<file path="src/design/isml_pkg.sv">
`timescale 1ns / 1ps
// ----------------------------------------------------------------------------
// isml_pkg
// Shared types and codes for the interval set merge and lookup core.
// ----------------------------------------------------------------------------
package isml_pkg;

    // Controller states
    typedef enum logic [2:0] {
        ST_IDLE,
        ST_SCAN,
        ST_DRAIN,
        ST_CALC,
        ST_FINISH
    } t_state;

    // Operation codes (carried on tuser)
    localparam logic OP_INSERT = 1'b0;
    localparam logic OP_LOOKUP = 1'b1;

    // Result status codes
    localparam logic [1:0] STATUS_OK    = 2'd0;
    localparam logic [1:0] STATUS_FULL  = 2'd1;
    localparam logic [1:0] STATUS_ORDER = 2'd2;

    // Control from the sequencer to the scan datapath
    typedef struct packed {
        logic start;      // clear accumulators for a new item
        logic is_lookup;  // item is a membership lookup
    } t_scan_ctl;

    // Status from the scan datapath back to the sequencer
    typedef struct packed {
        logic busy;       // accumulate stage holds an entry
        logic member;     // lookup found a covering interval
        logic clr_vld;    // entry at the compare stage is absorbed
    } t_scan_sts;

endpackage

</file>
<file path="src/design/isml_scan.sv">
`timescale 1ns / 1ps
// ----------------------------------------------------------------------------
// isml_scan
// Two-stage scan datapath: compares each table entry read from memory with
// the current item, then folds hits into the merged bounds and counters.
// ----------------------------------------------------------------------------
module isml_scan
    import isml_pkg::*;
#(
    parameter int ID_WIDTH = 48,
    parameter int IDX_W    = 6,
    parameter int CNT_W    = 7
) (
    input  logic                  i_clk,
    input  logic                  i_rst_n,
    input  t_scan_ctl             i_ctl,
    input  logic [ID_WIDTH-1:0]   i_lo,
    input  logic [ID_WIDTH-1:0]   i_hi,
    input  logic [ID_WIDTH-1:0]   i_id,
    input  logic                  i_rd_vld,      // read data below is live
    input  logic                  i_rd_ent_vld,  // entry holds an interval
    input  logic [IDX_W-1:0]      i_rd_idx,
    input  logic [2*ID_WIDTH-1:0] i_rd_data,     // {end, start}
    output t_scan_sts             o_sts,
    output logic [IDX_W-1:0]      o_clr_idx,
    output logic [ID_WIDTH-1:0]   o_new_lo,
    output logic [ID_WIDTH-1:0]   o_new_hi,
    output logic [ID_WIDTH:0]     o_removed,
    output logic [CNT_W-1:0]      o_hits,
    output logic                  o_free_found,
    output logic [IDX_W-1:0]      o_free_idx
);

    logic [ID_WIDTH-1:0] w_s;
    logic [ID_WIDTH-1:0] w_e;
    logic                w_join;
    logic                w_inrng;
    logic                w_hit;
    logic                w_free;

    logic                r_b_vld;
    logic                r_b_hit;
    logic [ID_WIDTH-1:0] r_b_s;
    logic [ID_WIDTH-1:0] r_b_e;
    logic [ID_WIDTH:0]   r_b_len;

    logic [ID_WIDTH-1:0] r_new_lo;
    logic [ID_WIDTH-1:0] r_new_hi;
    logic [ID_WIDTH:0]   r_removed;
    logic [CNT_W-1:0]    r_hits;
    logic                r_member;
    logic                r_free_found;
    logic [IDX_W-1:0]    r_free_idx;

    // Compare stage: overlap-or-touch test and point test
    assign w_s     = i_rd_data[ID_WIDTH-1:0];
    assign w_e     = i_rd_data[2*ID_WIDTH-1:ID_WIDTH];
    assign w_join  = !({1'b0, w_s} > ({1'b0, i_hi} + 1'b1)) &&
                     !({1'b0, i_lo} > ({1'b0, w_e} + 1'b1));
    assign w_inrng = (w_s <= i_id) && (i_id <= w_e);
    assign w_hit   = i_rd_vld && i_rd_ent_vld && (i_ctl.is_lookup ? w_inrng : w_join);
    assign w_free  = i_rd_vld && !i_ctl.is_lookup && (!i_rd_ent_vld || w_hit);

    // Absorbed entries are released as they pass
    assign o_sts.clr_vld = w_hit && !i_ctl.is_lookup;
    assign o_clr_idx     = i_rd_idx;

    // Compare-to-accumulate pipeline register
    always_ff @(posedge i_clk) begin
        if (!i_rst_n) begin
            r_b_vld <= 1'b0;
            r_b_hit <= 1'b0;
        end else begin
            r_b_vld <= i_rd_vld;
            r_b_hit <= w_hit;
        end
        r_b_s   <= w_s;
        r_b_e   <= w_e;
        r_b_len <= {1'b0, w_e} - {1'b0, w_s} + 1'b1;
    end

    // First free slot once absorbed entries are gone
    always_ff @(posedge i_clk) begin
        if (!i_rst_n) begin
            r_free_found <= 1'b0;
        end else if (i_ctl.start) begin
            r_free_found <= 1'b0;
        end else if (w_free && !r_free_found) begin
            r_free_found <= 1'b1;
        end
        if (w_free && !r_free_found) begin
            r_free_idx <= i_rd_idx;
        end
    end

    // Accumulate stage: merged bounds, removed span, hit count
    always_ff @(posedge i_clk) begin
        if (!i_rst_n) begin
            r_hits   <= '0;
            r_member <= 1'b0;
        end else if (i_ctl.start) begin
            r_hits   <= '0;
            r_member <= 1'b0;
        end else if (r_b_vld && r_b_hit) begin
            r_hits   <= r_hits + 1'b1;
            r_member <= 1'b1;
        end
        if (i_ctl.start) begin
            r_new_lo  <= i_lo;
            r_new_hi  <= i_hi;
            r_removed <= '0;
        end else if (r_b_vld && r_b_hit) begin
            if (r_b_s < r_new_lo) begin
                r_new_lo <= r_b_s;
            end
            if (r_b_e > r_new_hi) begin
                r_new_hi <= r_b_e;
            end
            r_removed <= r_removed + r_b_len;
        end
    end

    assign o_sts.busy    = r_b_vld;
    assign o_sts.member  = r_member;
    assign o_new_lo      = r_new_lo;
    assign o_new_hi      = r_new_hi;
    assign o_removed     = r_removed;
    assign o_hits        = r_hits;
    assign o_free_found  = r_free_found;
    assign o_free_idx    = r_free_idx;

endmodule

</file>
<file path="config.mk">
export PLATFORM = sky130hd
export DESIGN_NAME = isml_scan
export DESIGN_NICKNAME = d
export VERILOG_FILES = /design/src/design/isml_pkg.sv /design/src/design/isml_scan.sv
export SDC_FILE = /design/constraint.sdc
export NUM_CORES = 1
export LEC_CHECK = 0
export BUFFER_PORTS_ARGS = -buffer_cell sky130_fd_sc_hd__buf_4
export CAP_MARGIN = 20
export CORE_MARGIN = 2
export CORE_UTILIZATION = 58
export CTS_CLUSTER_SIZE = 25
export DETAILED_ROUTE_END_ITERATION = 8
export MAX_ROUTING_LAYER = met4
export PLACE_DENSITY = 0.82
export SETUP_SLACK_MARGIN = 0.1
export SYNTH_ARGS = -nofsm -noshare
export SYNTH_HDL_FRONTEND = slang
export SYNTH_SLANG_ARGS = --single-unit
</file>
<file path="constraint.sdc">
create_clock -name i_clk -period 7.95 [get_ports i_clk]
set_clock_uncertainty 0.1 [all_clocks]
set_input_delay 1.1925 -clock i_clk [delete_from_list [all_inputs] [get_ports i_clk]]
set_output_delay 1.1925 -clock i_clk [all_outputs]
set_load 0.02 [all_outputs]
</file>
==> flow_metrics.tcl <==
set metrics [dict create \
    cts_buffers 36 \
    max_freq_mhz 145 \
    cp-end-kind "output pin" \
    ys_seq_area_share_pct 29.9 \
    coreArea_um2 40800 \
    wl_met3_um 7030 \
    post_cts_buffers 0 \
    synthCells 2648 \
    synth_ff_type "dfxtp_1" \
    relSlewSlack_pct 30.7 \
    cellPowerDensity_nw_per_um2 177 \
    initialDrtViolationCount 2127 \
    synth_top_area_cell "ha_1" \
    tightest_slew_ns 1.03 \
    antenna_found_initial 18 \
    routed-wl-met2_um 37200 \
    routedWlPerCell_um 22.5 \
    status "finished clean" \
    cts_resized 0 \
    nets 3734 \
    first_pass_iters 6 \
    crit_path_frequent_cell "buf_4" \
    synth-edff-count 102 \
    cp_data_arrival_time_ns 5.60 \
    hpwl_um 66700 \
    ios 420 \
    port_buffers 419 \
    p_leak_nw 14.1 \
    ys_async_sr_fraction_pct 0 \
    grt_pass1_wl_um 122000 \
    syn-num-nets 3335 \
    die_h_um 207 \
    syn_area_um2 24000 \
    grt_pass1_vias 21600 \
    cap_violations 0 \
    clock-sinks 307 \
    wl_met1_um 33500 \
    period_share_pct 86.7 \
    vias 22000 \
    cp-start-kind "input port" \
    routed_wl_um 81300 \
    cts_tree "built" \
    rows 74 \
    synth_warnings 0 \
    grt_use_total_pct 37.6 \
    netlist.area_leader.share_pct 22.6 \
    grt_max_degree 61 \
    finalMaxSlewViolations 0 \
    antenna_left 0 \
    initial_utilization_pct 58.8 \
    gp_congestion 1.03 \
    placed_cell_area_um2 27600 \
    cts_root_buf "clkbuf_16" \
    finish.instance_area_um2 28900 \
    crit_type "in2out" \
    clkLatencyLatePin_ns 0.55 \
    path_cells "buf_4 > nand3_2 > nor2_1 > and2_1 > nor3b_2 > buf_4 > and4_1 > and3_1 > nand2_1 > nor3_1 > xnor2_1 > ha_1 > and3_1 > a221o_1 > a221oi_1 > o21ai_1 > a2111oi_2 > a21oi_1 > nor4_4 > buf_4" \
    tns_ns 0 \
    fin_util_pct 70.8 \
    n_fill_cell 3155 \
    top_layer "met4" \
    grt-ovfl-total 0 \
    cts_hold_buf 0 \
    drive_gt1_share_pct 20.0 \
    clk_pin_slew_ns 0.05 \
    setup_viol 0 \
    vias_per_cell 6.07 \
    crit_path_max_incr_delay_ns 0.35 \
    worst-path-max-fanout 7 \
    postSynthAreaPerCell_um2 9.06 \
    worstPathRequired_ns 6.66 \
    synthTopCellsByArea "ha_1, dfxtp_1, edfxtp_1" \
    hold_viol 0 \
    die_x_um 207 \
    ir_drop_mv 0.189 \
    min_period_ns 6.89 \
    synth.distinct_cells 89 \
    h-tree-depth 2 \
    rsz0062_at_grt "no" \
    die-area_um2 43000 \
    post-route-drc-count 0 \
    ys_seq_elements 307 \
    p_total_mw 5.11 \
    synthToLayoutAreaGrowth_pct 20.5 \
    hold_class "reg2reg" \
    cts_buffer_depth 3 \
    cpMaxStageDelayCell "and3_1" \
]
## cell usage after synthesis (49+ instances only)
cell and instances:
ha_1 433, nor2_1 99, nand3_1 78, o21ai_0 107, a21oi_1 225, edfxtp_1 102, dfxtp_1 205, a21o_1 111
inv_1 286, nand2_1 203, xnor2_1 112, clkbuf_1 49, mux2_2 96, xor2_1 66, nand4_1 66
## per-layer routing
layer  vias to the layer above  track usage, %
met2                      1016            59.3
li1                      10400               -
met5                         -               -
met3                       200            6.10
met1                     10400            47.6
met4                         0            16.7
## report_power, final
group          internal (mW)  switching (mW)  leakage [nW]
Combinational          0.621           0.855          10.8
Clock                   1.06           0.724         0.611
Sequential              1.77          0.0767          2.70
Total                   3.46            1.66          14.1
## worst paths after layout
path | from | to | slack, ns | cells past startpoint
min | o_removed[16] | o_removed[16] | 0.38 | 2
min reg2reg | o_removed[16] | o_removed[16] | 0.38 | 2
max | i_hi[2] | o_sts[0] | 1.06 | 20
max reg2reg | o_new_lo[1] | o_new_lo[17] | 4.06 | 11
## cell families after synthesis
logic type / Yosys count / synth area share, %
buffers and inverters: 352 / 5.65
multiplexers: 101 / 4.71
XOR/XNOR: 178 / 6.50
AO/OA/AOI/OAI: 609 / 16.2
AND/OR/NAND/NOR: 666 / 14.3
adder cells (fa/ha/maj): 435 / 22.7
flip-flops: 307 / 29.9
## stage by stage
| step | std cells | hold slack (ns) | setup slack [ns] |
|---|---|---|---|
| 6_report | 3622 | 0.376 | 1.06 |
| 5_1_grt | 3619 | 0.401 | 0.880 |
| 4_1_cts | 3606 | 0.382 | 1.08 |
| 3_5_place_dp | 3541 | 0.376 | 1.04 |
| 3_3_place_gp | 3541 | 0.355 | 1.12 |
| 2_1_floorplan | 2648 | 0.342 | 1.87 |
## area by class of cell
cell class	count	area [um^2]	share of cell area [%]
antenna	16	40.0	0.138
clock buffer	43	947	3.28
clock inverter	22	314	1.09
inverter	287	1080	3.73
multi-input combinational	1989	15500	53.6
sequential	307	7170	24.8
tap	532	666	2.30
timing repair buffer	426	3200	11.1
## worst max-delay path: cells and delay by family
| family | cells | cell delay [ns] |
|---|---|---|
| xor+xnor | 1 | 0.15 |
| simple gates | 10 | 2.22 |
| buf+inv | 3 | 0.54 |
| compound gates | 5 | 1.23 |
| fa+ha+maj | 1 | 0.25 |
## sequential cells by signal, summed over array words and instances (netlist names), 6 cells and up
register	count
o_removed	49
r_b_len	49
o_new_hi	48
o_new_lo	48
r_b_e	48
r_b_s	48
o_hits	7
o_free_idx	6
## cell usage in the layout (no fill, tap or decap), types with 6 or more instances in the layout
| master | instances |
|---|---|
| nor3_1 | 43 |
| nand3_1 | 78 |
| nand4_1 | 66 |
| nor2_1 | 99 |
| diode_2 | 16 |
| bufinv_16 | 6 |
| xnor2_1 | 112 |
| a21o_1 | 111 |
| a21oi_1 | 224 |
| o21ai_0 | 106 |
| mux2_2 | 96 |
| a221o_1 | 8 |
| o21ai_1 | 6 |
| nor2b_1 | 31 |
| o21bai_1 | 20 |
| nor4_1 | 12 |
| o211ai_1 | 10 |
| and2_1 | 18 |
| buf_4 | 426 |
| a211oi_1 | 17 |
| a31oi_1 | 12 |
| a221oi_1 | 6 |
| o31ai_1 | 6 |
| and4_1 | 26 |
| clkbuf_16 | 36 |
| inv_1 | 286 |
| ha_1 | 433 |
| o21a_1 | 17 |
| and3_1 | 34 |
| nand2b_1 | 18 |
| dfxtp_1 | 205 |
| nand2_1 | 202 |
| edfxtp_1 | 102 |
| xor2_1 | 66 |
(Power assumes the default switching activity.)
